===== config.mk =====
export PLATFORM = sky130hd
export DESIGN_NAME = smacc_ctrl
export DESIGN_NICKNAME = d
export VERILOG_FILES = /design/src/hdl/smacc_pkg.sv /design/src/hdl/smacc_ctrl.sv
export SDC_FILE = /design/constraint.sdc
export NUM_CORES = 1
export LEC_CHECK = 0
export BUFFER_PORTS_ARGS = -buffer_cell sky130_fd_sc_hd__buf_2
export CAP_MARGIN = 20
export CORE_MARGIN = 8
export CORE_UTILIZATION = 46
export DETAILED_ROUTE_END_ITERATION = 10
export HOLD_SLACK_MARGIN = 0.03
export PLACE_DENSITY = 0.83
export SLEW_MARGIN = 40
export SYNTH_ARGS = -nofsm -noshare
export SYNTH_HDL_FRONTEND = slang
export SYNTH_SLANG_ARGS = --single-unit

===== constraint.sdc =====
create_clock -name clk -period 4.06 [get_ports clk]
set_input_delay 0.203 -clock clk [delete_from_list [all_inputs] [get_ports clk]]
set_output_delay 0.203 -clock clk [all_outputs]
set_load 0.1 [all_outputs]

===== src/hdl/smacc_pkg.sv =====
// ----------------------------------------------------------------------------
// Sparse matrix accumulator package
// Field widths, status and action codes, register indexes and the result
// record shared by the control path and the top level.
// ----------------------------------------------------------------------------
package smacc_pkg;

	localparam int DEF_MAX_ROWS = 32;
	localparam int DEF_MAX_COLS = 32;

	localparam int CELL_W    = 32;
	localparam int IDX_W     = 6;
	localparam int STATUS_W  = 3;
	localparam int COUNT_W   = 11;
	localparam int CFG_IDX_W = 2;
	localparam int S_TDATA_W = 48;
	localparam int M_TDATA_W = 56;

	localparam logic [IDX_W-1:0] ROWS_RESET = 6'd32;
	localparam logic [IDX_W-1:0] COLS_RESET = 6'd32;

	localparam logic ACT_ACCUM = 1'b0;
	localparam logic ACT_SCAN  = 1'b1;

	localparam logic [CFG_IDX_W-1:0] REG_ROWS = 2'd0;
	localparam logic [CFG_IDX_W-1:0] REG_COLS = 2'd1;

	localparam logic [STATUS_W-1:0] ST_STORED = 3'd0;
	localparam logic [STATUS_W-1:0] ST_ZEROED = 3'd1;
	localparam logic [STATUS_W-1:0] ST_RANGE  = 3'd2;
	localparam logic [STATUS_W-1:0] ST_ENTRY  = 3'd3;
	localparam logic [STATUS_W-1:0] ST_DONE   = 3'd4;

	typedef struct packed {
		logic [STATUS_W-1:0]   status;
		logic [IDX_W-1:0]      out_row;
		logic [IDX_W-1:0]      out_col;
		logic signed [CELL_W-1:0] out_value;
		logic [COUNT_W-1:0]    nonzero_total;
	} result_t;

endpackage


===== src/hdl/smacc_ctrl.sv =====
// ----------------------------------------------------------------------------
// Accumulate and scan control
// Clearing pass, read-modify-write of one cell per accumulate, row-major scan
// over the cell memory, nonzero count and the output register.
// ----------------------------------------------------------------------------
module smacc_ctrl #(
	parameter int MAX_ROWS = smacc_pkg::DEF_MAX_ROWS,
	parameter int MAX_COLS = smacc_pkg::DEF_MAX_COLS,
	parameter int AW       = 10
) (
	input  logic                              clk,
	input  logic                              arst_n,
	input  logic                              in_valid,
	output logic                              in_ready,
	input  logic                              action,
	input  logic [smacc_pkg::IDX_W-1:0]       row_index,
	input  logic [smacc_pkg::IDX_W-1:0]       col_index,
	input  logic signed [smacc_pkg::CELL_W-1:0] addend,
	input  logic [smacc_pkg::IDX_W-1:0]       rows_eff,
	input  logic [smacc_pkg::IDX_W-1:0]       cols_eff,
	output smacc_pkg::result_t                out_res,
	output logic                              out_valid,
	input  logic                              out_ready,
	output logic                              mem_we,
	output logic [AW-1:0]                     mem_waddr,
	output logic [smacc_pkg::CELL_W-1:0]      mem_wdata,
	output logic                              mem_re,
	output logic [AW-1:0]                     mem_raddr,
	input  logic [smacc_pkg::CELL_W-1:0]      mem_rdata
);
	import smacc_pkg::*;

	localparam int CELLS = MAX_ROWS * MAX_COLS;
	localparam int RW    = $clog2(MAX_ROWS + 1);
	localparam int CW    = (MAX_COLS > 1) ? $clog2(MAX_COLS) : 1;

	localparam logic [2:0] S_CLEAR    = 3'd0;
	localparam logic [2:0] S_IDLE     = 3'd1;
	localparam logic [2:0] S_ACC      = 3'd2;
	localparam logic [2:0] S_RANGE    = 3'd3;
	localparam logic [2:0] S_SCAN_RD  = 3'd4;
	localparam logic [2:0] S_SCAN_CHK = 3'd5;

	logic [2:0]        state_q, state_d;
	logic [AW-1:0]     clr_q, clr_d;
	logic [RW-1:0]     srow_q, srow_d;
	logic [CW-1:0]     scol_q, scol_d;
	logic [COUNT_W-1:0] count_q, count_d;
	result_t           out_q, out_d;
	logic              out_valid_q, out_valid_d;
	logic              out_load;
	logic [IDX_W-1:0]  row_q, col_q;
	logic [CELL_W-1:0] addend_q;
	logic [AW-1:0]     addr_q, addr_d;
	logic              out_free, in_range, accept;
	logic [AW-1:0]     acc_addr, scan_addr;
	logic [CELL_W-1:0] sum;

	assign in_ready  = (state_q == S_IDLE);
	assign accept    = in_valid && in_ready;
	assign out_free  = !out_valid_q || out_ready;
	assign in_range  = (row_index != '0) && (col_index != '0) &&
		(row_index <= rows_eff) && (col_index <= cols_eff);
	assign acc_addr  = AW'((int'(row_index) - 1) * MAX_COLS + int'(col_index) - 1);
	assign scan_addr = AW'(int'(srow_q) * MAX_COLS + int'(scol_q));
	assign sum       = mem_rdata + addend_q;

	always_comb begin
		state_d     = state_q;
		clr_d       = clr_q;
		srow_d      = srow_q;
		scol_d      = scol_q;
		count_d     = count_q;
		addr_d      = addr_q;
		out_d       = out_q;
		out_load    = 1'b0;
		out_valid_d = out_valid_q && !out_ready;
		mem_we      = 1'b0;
		mem_waddr   = addr_q;
		mem_wdata   = sum;
		mem_re      = 1'b0;
		mem_raddr   = scan_addr;
		case (state_q)
			S_CLEAR: begin
				mem_we    = 1'b1;
				mem_waddr = clr_q;
				mem_wdata = '0;
				if (clr_q == AW'(CELLS - 1)) begin
					state_d = S_IDLE;
				end else begin
					clr_d = clr_q + 1'b1;
				end
			end
			S_IDLE: begin
				if (accept) begin
					if (action == ACT_SCAN) begin
						state_d = S_SCAN_RD;
					end else if (in_range) begin
						mem_re    = 1'b1;
						mem_raddr = acc_addr;
						addr_d    = acc_addr;
						state_d   = S_ACC;
					end else begin
						state_d = S_RANGE;
					end
				end
			end
			S_ACC: begin
				if (out_free) begin
					mem_we = 1'b1;
					if (mem_rdata == '0 && sum != '0) begin
						count_d = count_q + 1'b1;
					end else if (mem_rdata != '0 && sum == '0) begin
						count_d = count_q - 1'b1;
					end
					out_load            = 1'b1;
					out_d.status        = (sum == '0) ? ST_ZEROED : ST_STORED;
					out_d.out_row       = row_q;
					out_d.out_col       = col_q;
					out_d.out_value     = sum;
					out_d.nonzero_total = count_d;
					state_d             = S_IDLE;
				end
			end
			S_RANGE: begin
				if (out_free) begin
					out_load            = 1'b1;
					out_d.status        = ST_RANGE;
					out_d.out_row       = '0;
					out_d.out_col       = '0;
					out_d.out_value     = '0;
					out_d.nonzero_total = count_q;
					state_d             = S_IDLE;
				end
			end
			S_SCAN_RD: begin
				if (int'(srow_q) >= int'(rows_eff)) begin
					if (out_free) begin
						out_load            = 1'b1;
						out_d.status        = ST_DONE;
						out_d.out_row       = '0;
						out_d.out_col       = '0;
						out_d.out_value     = '0;
						out_d.nonzero_total = count_q;
						srow_d              = '0;
						scol_d              = '0;
						state_d             = S_IDLE;
					end
				end else if (int'(scol_q) >= int'(cols_eff)) begin
					srow_d = srow_q + 1'b1;
					scol_d = '0;
				end else begin
					mem_re  = 1'b1;
					state_d = S_SCAN_CHK;
				end
			end
			S_SCAN_CHK: begin
				if (mem_rdata == '0 || out_free) begin
					if (int'(scol_q) == MAX_COLS - 1) begin
						scol_d = '0;
						srow_d = srow_q + 1'b1;
					end else begin
						scol_d = scol_q + 1'b1;
					end
					if (mem_rdata != '0) begin
						out_load            = 1'b1;
						out_d.status        = ST_ENTRY;
						out_d.out_row       = IDX_W'(int'(srow_q) + 1);
						out_d.out_col       = IDX_W'(int'(scol_q) + 1);
						out_d.out_value     = mem_rdata;
						out_d.nonzero_total = count_q;
						state_d             = S_IDLE;
					end else begin
						state_d = S_SCAN_RD;
					end
				end
			end
			default: begin
				state_d = S_IDLE;
			end
		endcase
		if (out_load) begin
			out_valid_d = 1'b1;
		end
	end

	always_ff @(posedge clk or negedge arst_n) begin
		if (!arst_n) begin
			state_q     <= S_CLEAR;
			clr_q       <= '0;
			srow_q      <= '0;
			scol_q      <= '0;
			count_q     <= '0;
			out_valid_q <= 1'b0;
		end else begin
			state_q     <= state_d;
			clr_q       <= clr_d;
			srow_q      <= srow_d;
			scol_q      <= scol_d;
			count_q     <= count_d;
			out_valid_q <= out_valid_d;
		end
	end

	always_ff @(posedge clk) begin
		out_q  <= out_d;
		addr_q <= addr_d;
		if (accept) begin
			row_q    <= row_index;
			col_q    <= col_index;
			addend_q <= addend;
		end
	end

	assign out_res   = out_q;
	assign out_valid = out_valid_q;

	a_count_step: assert property (@(posedge clk) disable iff (!arst_n)
		1'b1 |=> (count_q == $past(count_q)) || (count_q == $past(count_q) + 11'd1) ||
			(count_q == $past(count_q) - 11'd1))
		else $error("nonzero count moved by more than one");

	a_out_hold: assert property (@(posedge clk) disable iff (!arst_n)
		out_valid_q && !out_ready |=> out_valid_q && $stable(out_q))
		else $error("pending result overwritten");

	a_busy_after_accept: assert property (@(posedge clk) disable iff (!arst_n)
		accept |=> !in_ready)
		else $error("new transaction taken while one is in flight");

	a_done_rewinds: assert property (@(posedge clk) disable iff (!arst_n)
		out_load && out_d.status == ST_DONE |=> srow_q == '0 && scol_q == '0)
		else $error("scan pointer not rewound after done");

	a_no_read_while_clear: assert property (@(posedge clk) disable iff (!arst_n)
		state_q == S_CLEAR |-> !mem_re && !out_load)
		else $error("activity during clearing pass");

endmodule


Yosys cells after proc, flatten, opt, wreduce, memory -nomap -nowiden
Index checks and enable logic that the tools add are counted.
{ "classes": {"muxes": 51, "n_lt_le_gt_ge": 4, "addsub": 12, "eq_ne": 19, "reduce_logical": 28, "n_bitwise": 2} }
{ "op_table": {"columns": ["cell", "n"], "rows": [
  ["$mux W58", 6],
  ["$pmux W58 S4", 1],
  ["$logic_not A32 Y1", 2],
  ["$reduce_bool A32 Y1", 2],
  ["$mux W10", 5],
  ["$add A32 B32 Y32", 1],
  ["$mux W32", 1],
  ["$mux W6", 5],
  ["$mux W5", 5],
  ["$mux W3", 8],
  ["$mux W11", 2],
  ["$ne A2 B2 Y1 const B", 8],
  ["$pmux W3 S5", 1],
  ["$add A6 B1 Y6 const B", 2],
  ["$le A6 B6 Y1", 2],
  ["$mux W1", 12],
  ["$pmux W6 S2", 1],
  ["$reduce_and A4 Y1", 3],
  ["$reduce_bool A6 Y1", 2],
  ["$add A11 B1 Y11 const B", 1],
  ["$sub A11 B1 Y11 const B", 1],
  ["$add A10 B1 Y10 const B", 1],
  ["$add A10 B5 Y10", 1],
  ["$add A10 B7 Y10", 1],
  ["other kinds (27)", 42]
]} }
{ "totals": {"output_inout_bits": 114, "reg_bits": 148} }

Depth between registers and ports, before layout
{ "logic_depth": {"word_depth": 8, "mapped_depth": 15, "mapped_depth_nobuf": 13} }

Worst setup path before layout
No wires, ideal clock.
{ "synth_timing": {"kind": "flip-flop to output port", "start": "register addend_q[15]", "end": "output mem_wdata[17] (netlist bit)", "required_time_ns": 3.857, "slack_ns": -0.564, "arrival_time_ns": 4.421, "stages_incl_launch_ff": 8, "n_path_buf": 1, "cell_sequence": "edfxtp_1 > ha_1 > buf_2 > nand2_1 > o21ai_0 > mux2i_1 > o21ai_0 > nor4_1"} }
{ "synth_between": {"elab_chain_cells": 2} }
{ "synth_rtl": {"columns": ["item", "line_no", "text"], "rows": [
  ["start, declared", "smacc_ctrl.sv:53", "logic [CELL_W-1:0] addend_q;"],
  ["start signal, assigned", "smacc_ctrl.sv:211", "addend_q <= addend;"],
  ["$add A32 B32 Y32", "smacc_ctrl.sv:66", "assign sum = mem_rdata + addend_q;"],
  ["$mux W32", "smacc_ctrl.sv:83", "case (state_q)"],
  ["end, declared", "smacc_ctrl.sv:26", "output logic [smacc_pkg::CELL_W-1:0] mem_wdata,"]
]} }
Every way passes these cells.

==> results by group <==
Timing
  – Endpoints failing hold: 0
  – Period minus WS final: 3.92 ns
  – Relative slew slack: 0.551
  – Final Max Slew Viols: 0
  – Setup TNS: 0 ns
  – Clk_skew: slightly below 0.009 ns
  – Slew @ Worst Pin: 0.673 ns
  – Period utilization: 0.966
  – Final setup viols: 0
  – Min Hold Slack: approximately 0.052 ns
  – Achievable clock frequency: 0.255 GHz

Min path
  – HP Class: input port to register
  – HP Start: col_index[4]
  – WHS Endpoint: col_q[4]
  – Worst hold path cell count: 1

GRT
  – Most used routing layer: met2
  – Global route overflow: 0
  – Pin count of the biggest net entering global routing: 45
  – Met1 Track Usage GR: 0.295
  – First-pass GRT wire length: about 49000 um
  – Initial antenna violation count: 0
  – Met3 Usage GRT: 0.0504
  – Met2 Usage GRT: 0.377
  – Number of global-route vias before repair: about 9000
  – GR Util All Layers: 0.231

Critical path
  – R2r setup slk: 0.14 ns
  – CP arrival: roughly 4 ns
  – Worst R2R Path Depth: 14
  – Crit end category: register
  – CP Class: register to register
  – Reg-to-reg startpoint: addend_q[10]
  – Critical Path RT: 4.22 ns
  – Largest fanout on the critical path: 8
  – Startpoint type of the worst setup path: register
  – Worst reg2reg endpoint: out_res[4]

Logic synthesis
  – Most numerous cell in the Yosys netlist: nand2_1
  – Synth Area per Inst: approximately 10 sq um
  – Most area-hungry cell type in the Yosys netlist: edfxtp_1
  – Asr flop ratio synth: 0.243
  – Top FF cell, synth: edfxtp_1
  – Synth area leaders: edfxtp_1 (33%), ha_1 (9.0%), dfrtp_1 (8.9%), nand2_1 (4.2%), o21ai_0 (2.9%)
  – Most frequent cells after synthesis: nand2_1 (114), edfxtp_1 (112), ha_1 (73)
  – Register area share after synthesis: 0.422
  – Syn Inst Count: approximately 1000
  – Count of cell types in the netlist: 77
  – EDFF count, synth: between 100 and 150
  – Post-synthesis register bit count: 148
  – Yosys Warn Count: 0
  – Yosys top cell area share: 0.333
  – Post-Syn Nets: around 1200
  – Synthesized area: 10100 sq um

Final layout
  – Area Overhead vs Synth: 24.8%
  – Final Net Count: 1449
  – N_diodes: 0
  – Share of layout cells above drive strength 1: 0.247
  – Final design utilization: 0.581
  – Final Instance Area: between 10000 and 15000 sq um

Placement
  – Dpl cell area: 11600 sq um
  – GP Congestion: a little under 1
  – Dpl hpwl: between 20000 and 25000 um
  – PortBufs: between 200 and 250

Routing
  – Final ANT Viol Nets: 0
  – Remaining DRCs: 0
  – Vias/cell: around 6
  – Number of DRC markers in iteration 0: between 900 and 1000
  – Routed WL: 31400 um
  – WL/cell: 19.9 um
  – Vias: approximately 9400
  – DR pass1 iterations: 8

Clocking
  – H-tree Lvls: 4
  – CTS Buf Count: 17
  – Root Buffer: clkbuf_16
  – Clock Latency Late Sink: around 0.43 ns
  – Clock Sinks: around 150
  – CTS tree: built
  – Clk pin slew, worst setup/hold paths: approximately 0.07 ns
  – Maximum root-to-sink buffer count: 2

Run
  – Max Cap Violations: 0

Floorplanning
  – Effective utilization at floorplan: 0.466
  – Die Wd: about 160 um
  – Core Region: about 22000 sq um
  – Row count: 54
  – # IOs: just over 200
  – Die height: about 160 um
  – Die area: around 27000 sq um

Status
  – Run status: finished clean
==> layout by cell type (no fill, tap or decap), types with 4 or more instances in the layout <==
| master | n |
|---|---|
| edfxtp_1 | 112 |
| o21ai_1 | 5 |
| o22ai_1 | 5 |
| nor2b_1 | 29 |
| xor2_1 | 31 |
| inv_1 | 39 |
| ha_1 | 72 |
| nor2_1 | 67 |
| dfrtp_1 | 36 |
| and2_1 | 8 |
| a21oi_1 | 50 |
| buf_2 | 203 |
| xnor2_1 | 27 |
| or3_1 | 10 |
| clkbuf_16 | 17 |
| o31ai_1 | 9 |
| a211oi_1 | 6 |
| a22o_1 | 21 |
| nand4_1 | 21 |
| a31oi_1 | 9 |
| a21o_1 | 24 |
| dlygate4sd3_1 | 39 |
| and4_1 | 6 |
| o21ai_0 | 55 |
| nor3_1 | 23 |
| and3_1 | 17 |
| nand3_1 | 33 |
| o21a_1 | 8 |
| a21oi_2 | 7 |
| nand2b_1 | 12 |
| nor4_1 | 12 |
| mux2i_1 | 22 |
| clkinv_4 | 5 |
| nor4_2 | 4 |
| mux2_2 | 20 |
| buf_4 | 26 |
| a211o_1 | 4 |
| nand2_1 | 114 |
==> cells by family (layout without fill, tap and decap cells) <==
logic type                 count (synthesis)  count (layout)  synth area share
AOI/OAI and AO/OA                        249             249             0.166
xor gates and xnor gates                  59              59            0.0512
adders and majority gates                 75              75            0.0944
buffers and inverters                     87             344            0.0361
DFF                                      148             148             0.422
muxes                                     42              42            0.0441
and+or+nand+nor                          377             377             0.186
==> repair_timing <==
item,in CTS,in global routing
resized for setup,1,13
endpoints found under the setup margin,10,22
pin swaps,0,2
hold buffers,39,0
buffers inserted,0,1
endpoints found under the hold margin,74,0
==> metal layers <==
| layer | routed length, um | vias to the layer above |
|---|---|---|
| li1 | - | 4342 |
| met1 | 12900 | 4468 |
| met2 | 14900 | 521 |
| met3 | 2930 | 67 |
| met4 | 741 | 0 |
| met5 | 0 | - |
==> critical path, stage by stage, from the launching register on <==
cell      delay, ns
edfxtp_1       0.37
ha_1           0.46
buf_4          0.19
nand2_1        0.08
o22ai_1        0.40
a21oi_1        0.21
a21o_1         0.22
a32oi_1        0.29
and4_1         0.29
nand4_1        0.12
nor4bb_1       0.29
buf_4          0.17
nand2_4        0.09
o41ai_2        0.38
xor2_1         0.12
==> registers in the layout, summed over array words and instances (netlist names) <==
name / flops
out_res: 58
addend_q: 32
count_q: 11
addr_q: 10
clr_q: 10
col_q: 6
row_q: 6
srow_q: 6
scol_q: 5
state_q: 3
out_valid: 1
==> worst max-delay path by stage <==
stage                       startpoint            end  slack (ns)  depth (start not counted)
after floorplan            addend_q[8]  mem_wdata[15]        0.17                          7
after global placement     addend_q[0]     out_res[3]        0.06                         16
after detailed placement   addend_q[0]     out_res[4]        0.01                         15
after CTS                  addend_q[0]     out_res[3]        0.04                         16
after global routing       addend_q[8]     out_res[8]       -0.03                         14
final                     addend_q[10]     out_res[4]        0.14                         14
==> cell type report <==
type	instances	area, sq um
clock inverters	15	158
well taps	280	350
multi-input cells	802	5570
clock buffers	17	425
repair buffers	273	1690
inverters	39	146
fillers	1778	9080
flip-flops and latches	148	4260
==> per-stage QoR <==
| stage | std cells | setup slack [ns] |
|---|---|---|
| after floorplan | 1037 | 0.171 |
| after global placement | 1500 | 0.0612 |
| after detailed placement | 1502 | 0.0118 |
| after CTS | 1573 | 0.0427 |
| after global routing | 1574 | -0.0301 |
| final | 1574 | 0.138 |
Power is not shown: default switching activity piles up to over one toggle a cycle in this logic, so the estimate is an artifact.
